**src/sv/ap_pkg.sv**
```systemverilog
// Types and constants for the Ascon permutation block.
// No dependencies; imported by every module of the block.
package ap_pkg;

	localparam int unsigned WORD_W  = 64;
	localparam int unsigned ROUND_W = 4;
	localparam logic [ROUND_W-1:0] FULL_ROUNDS = 4'd12;

	typedef logic [WORD_W-1:0] word_t;
	typedef logic [ROUND_W-1:0] round_t;
	typedef word_t [4:0] state_t;

	typedef struct packed {
		word_t  word0;
		word_t  word1;
		word_t  word2;
		word_t  word3;
		word_t  word4;
		round_t round_count;
	} in_t;

	typedef struct packed {
		word_t out_word0;
		word_t out_word1;
		word_t out_word2;
		word_t out_word3;
		word_t out_word4;
	} out_t;

endpackage

```
**src/sv/ap_round.sv**
```systemverilog
// One Ascon round: constant addition, 5-bit substitution, linear diffusion.
// Depends on ap_pkg; used by ascon_permutation once per cycle while a run is active.
module ap_round (
	input  ap_pkg::state_t cur,
	input  ap_pkg::round_t rnd,
	output ap_pkg::state_t nxt
);
	import ap_pkg::*;

	function automatic word_t rotr(input word_t v, input int unsigned s);
		logic [2*WORD_W-1:0] dbl;
		dbl  = {v, v} >> s;
		rotr = dbl[WORD_W-1:0];
	endfunction

	word_t  a0, a1, a2, a3, a4;
	word_t  b0, b1, b2, b3, b4;
	word_t  c0, c1, c2, c3, c4;
	logic [7:0] rc;

	always_comb begin
		rc = {FULL_ROUNDS + 4'd3 - rnd, rnd};

		a0 = cur[0] ^ cur[4];
		a4 = cur[4] ^ cur[3];
		a2 = cur[2] ^ {56'd0, rc} ^ cur[1];
		a1 = cur[1];
		a3 = cur[3];

		// chi-like layer, bitsliced over the five words
		b0 = a0 ^ (~a1 & a2);
		b1 = a1 ^ (~a2 & a3);
		b2 = a2 ^ (~a3 & a4);
		b3 = a3 ^ (~a4 & a0);
		b4 = a4 ^ (~a0 & a1);

		c1 = b1 ^ b0;
		c0 = b0 ^ b4;
		c3 = b3 ^ b2;
		c2 = ~b2;
		c4 = b4;

		nxt[0] = c0 ^ rotr(c0, 19) ^ rotr(c0, 28);
		nxt[1] = c1 ^ rotr(c1, 61) ^ rotr(c1, 39);
		nxt[2] = c2 ^ rotr(c2, 1)  ^ rotr(c2, 6);
		nxt[3] = c3 ^ rotr(c3, 10) ^ rotr(c3, 17);
		nxt[4] = c4 ^ rotr(c4, 7)  ^ rotr(c4, 41);
	end

endmodule

```
**src/sv/ascon_permutation.sv**
```systemverilog
// Ascon 320-bit permutation, one round per clock through a shared round unit.
// Depends on ap_pkg and ap_round.
//
// Usage:
//   Drive item (five state words and round_count) and raise start while busy
//   is low; the transfer happens at that rising edge. round_count above
//   MAX_ROUNDS is clamped to MAX_ROUNDS; the n rounds use indices 12-n..11.
//   The result appears on result, with done high for exactly one cycle.
// Sequencing:
//   Each round passes the state through the round unit into the state
//   register; done rises as busy falls after the last round (in the cycle
//   right after the transfer for n = 0, which returns the words unchanged).
//   busy is high while rounds run, and a new start is taken in the done cycle,
//   so no new item is taken while the single round unit works on the last one.
// Reset:
//   arst_n low clears the sequencer and drops busy and done at once.
// Output side:
//   The receiver cannot stall; a result must be captured while done is high.
module ascon_permutation #(
	parameter int MAX_ROUNDS = 12
) (
	input  logic         clk,
	input  logic         arst_n,
	input  logic         start,
	output logic         busy,
	input  ap_pkg::in_t  item,
	output logic         done,
	output ap_pkg::out_t result
);
	import ap_pkg::*;

	localparam round_t MaxRounds = ROUND_W'(MAX_ROUNDS);
	localparam round_t LastRound = FULL_ROUNDS - 4'd1;

	typedef enum logic {
		IDLE,
		RUN
	} fsm_t;

	fsm_t   fsm_q;
	state_t st_q;
	round_t rnd_q;
	logic   done_q;
	out_t   result_q;
	state_t st_nxt;
	round_t n_sat;

	assign n_sat = (item.round_count > MaxRounds) ? MaxRounds : item.round_count;

	ap_round u_round (
		.cur (st_q),
		.rnd (rnd_q),
		.nxt (st_nxt)
	);

	always_ff @(posedge clk or negedge arst_n) begin
		if (!arst_n) begin
			fsm_q    <= IDLE;
			done_q   <= 1'b0;
			rnd_q    <= '0;
			st_q     <= '0;
			result_q <= '0;
		end else begin
			done_q <= 1'b0;
			unique case (fsm_q)
				IDLE: begin
					if (start) begin
						if (n_sat == '0) begin
							result_q <= '{item.word0, item.word1, item.word2,
							              item.word3, item.word4};
							done_q   <= 1'b1;
						end else begin
							st_q  <= '{item.word4, item.word3, item.word2,
							           item.word1, item.word0};
							rnd_q <= FULL_ROUNDS - n_sat;
							fsm_q <= RUN;
						end
					end
				end
				RUN: begin
					st_q  <= st_nxt;
					rnd_q <= rnd_q + 4'd1;
					if (rnd_q == LastRound) begin
						result_q <= '{st_nxt[0], st_nxt[1], st_nxt[2],
						              st_nxt[3], st_nxt[4]};
						done_q   <= 1'b1;
						fsm_q    <= IDLE;
					end
				end
				default: fsm_q <= IDLE;
			endcase
		end
	end

	assign busy   = (fsm_q == RUN);
	assign done   = done_q;
	assign result = result_q;

endmodule

```
**config.mk**
```make
export PLATFORM = sky130hd
export DESIGN_NAME = ascon_permutation
export DESIGN_NICKNAME = d
export VERILOG_FILES = /design/src/sv/ap_pkg.sv /design/src/sv/ap_round.sv /design/src/sv/ascon_permutation.sv
export SDC_FILE = /design/constraint.sdc
export NUM_CORES = 2
export LEC_CHECK = 0
export BUFFER_PORTS_ARGS = -buffer_cell sky130_fd_sc_hd__buf_2
export CELL_PAD_IN_SITES_DETAIL_PLACEMENT = 1
export CELL_PAD_IN_SITES_GLOBAL_PLACEMENT = 1
export CORE_MARGIN = 8
export CORE_UTILIZATION = 41
export CTS_BUF_LIST = sky130_fd_sc_hd__clkbuf_2
export CTS_CLUSTER_SIZE = 16
export DETAILED_ROUTE_END_ITERATION = 16
export PLACE_DENSITY = 0.67
export SYNTH_ARGS = -nofsm -noshare
export SYNTH_HDL_FRONTEND = slang
export SYNTH_HIERARCHICAL = 1
export SYNTH_SLANG_ARGS = --single-unit
```
**constraint.sdc**
```tcl
create_clock -name clk -period 8.08 [get_ports clk]
set_input_delay 1.616 -clock clk [delete_from_list [all_inputs] [get_ports clk]]
set_output_delay 1.616 -clock clk [all_outputs]
set_load 0.05 [all_outputs]
```
==> summary.txt <==
Route
  – Vias: 30250
  – Drc violations: 0
  – Antenna Violating Nets Remaining: 0
  – TritonRoute pass-1 iters: 5
  – Via density: 5.405
  – Post-Route WL: 188500 um
  – Drt wl/cell: 33.68 um
  – First-iteration detailed-routing DRC count: 2312

Global routing
  – Busiest grt layer: met2
  – Gr ovfl total: 0
  – GR Util met2: 49.58%
  – Met1 GRT Util: 41.12%
  – GRT Resource Usage Total: 31.13%
  – Initial antenna violation count: 43
  – Largest net degree at the start of global routing: 156
  – GR Util met3: 7.296%
  – First-pass GRT wire length: 255400 um
  – Vias in the first global route: 31810

Timing
  – Least-Margin Pin Slew: 1.311 ns
  – Slew Limit Fails: 0
  – Clock skew: 0.1571 ns
  – Setup violations, final: 0
  – Final Hold Vio Count: 0
  – RSZ-0062 raised after global routing: no
  – Period minus WS final: 5.063 ns
  – Final period utilization: 62.66%
  – Final setup TNS: 0 ns
  – Slew headroom: 11.97%
  – Final worst setup slack: 3.017 ns
  – Max Clk Rate: 0.1975 GHz

Synth
  – Largest family of logic cells by synthesized area: XOR/XNOR gates
  – Part of the Yosys area used for sequential elements: 36.47%
  – Yosys cell types: 35
  – Number of synthesized flops with an enable pin: 0
  – Syn_area_per_cell: 13.56 um2
  – Ys async rst share: 100.0%
  – Net Count, Synth: 3727
  – Mux contribution to synthesized area: 25.07%
  – Compound-cell area share of the yosys netlist: 0.6577%
  – Netlist Area Pre-Place: 44330 um2
  – #FFs+latches synth: 646
  – XOR/XNOR Fraction of Synth Area: 27.48%
  – Syn. warnings: 6
  – Post-Synth Simple-Gate Area: 1.637%
  – Main synth FF type: dfrtp_1
  – Synth Area in Adders: 5.050%
  – Synthesized instance count: 3270

CTS
  – CTS tree: built
  – Num CTS Buffers: 184
  – H-tree levels: 4
  – Clock root buffer: clkbuf_2
  – Clk buf depth: 3
  – Clk Latency, worst-skew pair: 1.61 ns
  – Clock-pin transition on the worst setup and hold timing paths: 0.11 ns
  – CTS sink count: 646
  – Post_cts resized: 0

Place
  – Post-Place Worst Slack: 3.370 ns
  – Routability Congestion: 1.017
  – IO buf count: 648
  – DP Area: 48780 um2
  – Dpl hpwl: 155900 um

Critical path
  – Cells on worst reg2reg path: 7
  – Crit path capture type: primary output
  – CP startpoint kind: flip-flop
  – Worst-path fanout max: 60
  – CP Class: flip-flop to primary output
  – R2R Setup Slk: 3.95 ns
  – Worst Path Required: 6.46 ns
  – CP Data Arrival Time: 3.45 ns

Min path
  – Worst hold path cell count: 3
  – Min-delay worst type: primary input to flip-flop

Layout
  – Layout Utilization: 47.13%
  – Final Cell Area: 50520 um2
  – Syn-to-layout area delta: 13.97%
  – Post-layout net count: 4485
  – FF+latch area: 16170 um2
  – Filler Cell Count: 11420
  – Area of the multi-input gates: 26560 um2
  – Share of layout cells above drive strength 1: 38.67%

Floorplanning
  – Initial core utilization: 41.35%
  – # rows: 120
  – Die Wd: 344.8 um
  – Core area: 107200 um2
  – # IOs: 649
  – Die area: 118900 um2
  – Die Span Y: 344.8 um

Outcome
  – Status: complete, no violations

Run
  – Max-capacitance violation count: 0
## layer usage
layer  part of all wire (%)  routed length, um  vias to the layer above
met4                    4.0               7539                       14
met2                     46              86570                     1366
li1                       -                  -                    12880
met5                  0.054                101                        -
met1                     41              78230                    15670
met3                    8.5              16090                      323
## kinds of logic after synthesis
family,Yosys count
AO/OA/AOI/OAI,52
multiplexers,990
flip-flops,646
AND/OR/NAND/NOR,187
buffers and inverters,294
adder cells (fa/ha/maj),188
XOR/XNOR,913
## final timing paths
path | to | from
worst max register to register | result[121] | rnd_q[3]
worst max-delay path | busy | busy
worst min register to register | result[180] | result[180]
worst min-delay path | st_q[222] | item[98]
max in group asynchronous | st_q[77] | arst_n
min in group asynchronous | st_q[291] | arst_n
## cell usage in the layout, fill, tap and decap left out, types with 2 or more instances in the layout
master	instances
clkinvlp_4	2
xor3_1	37
nor2_1	111
mux2_2	534
xor2_1	233
clkbuf_2	274
buf_2	647
inv_2	4
nand2_1	70
dfrtp_1	645
buf_12	9
xnor2_2	77
xnor3_1	219
mux2i_1	27
xnor2_1	342
inv_1	187
inv_6	3
xor2_2	5
buf_4	21
maj3_1	33
bufinv_16	2
mux2_1	429
clkinv_4	3
ha_1	130
o21ai_0	17
a21oi_1	28
clkinv_1	45
maj3_2	25
diode_2	18
## worst max-delay path, stage by stage (launching register included)
cell	delay, ns
dfrtp_4	0.66
buf_4	0.80
buf_2	0.42
## per-stage QoR
stage,hold slack [ns],cells
floorplan,0.4842,3270
global placement,0.4634,5244
detailed placement,0.4691,5244
CTS,0.1999,5579
global route,0.2581,5589
finish,0.3865,5597
## repair_timing
item	in CTS	in global routing
hold endpoints to repair	43	0
hold buffers	1	0
buffers inserted	0	0
## sequential cells by signal, indices dropped and copies added (netlist names)
register	flops
st_q	320
result	320
busy	1
rnd_q	4
done	1
## cell usage after synthesis (all sizes together), types with 18 or more instances
master | instances | share of area, %
xor3 | 37 | 2.0
a21oi | 29 | 0.33
mux2 | 963 | 24
xnor3 | 219 | 11
inv | 187 | 1.6
dfrtp | 646 | 36
buf | 98 | 2.0
o21ai | 18 | 0.23
mux2i | 27 | 0.61
nand2 | 70 | 0.59
ha | 130 | 3.7
xnor2 | 419 | 9.6
maj3 | 58 | 1.4
xor2 | 238 | 4.8
nor2 | 111 | 0.94
## cell type report
cell class,instances,area share [%]
inverters,187,1.389
diodes,18,0.08915
clock inverters,60,0.6265
well taps,1403,3.474
flip-flops and latches,646,32.00
repair buffers,679,7.127
clock buffers,274,2.714
multi-input cells,2330,52.58
Power is not shown: default switching activity piles up to over one toggle a cycle in this logic, so the estimate is an artifact.
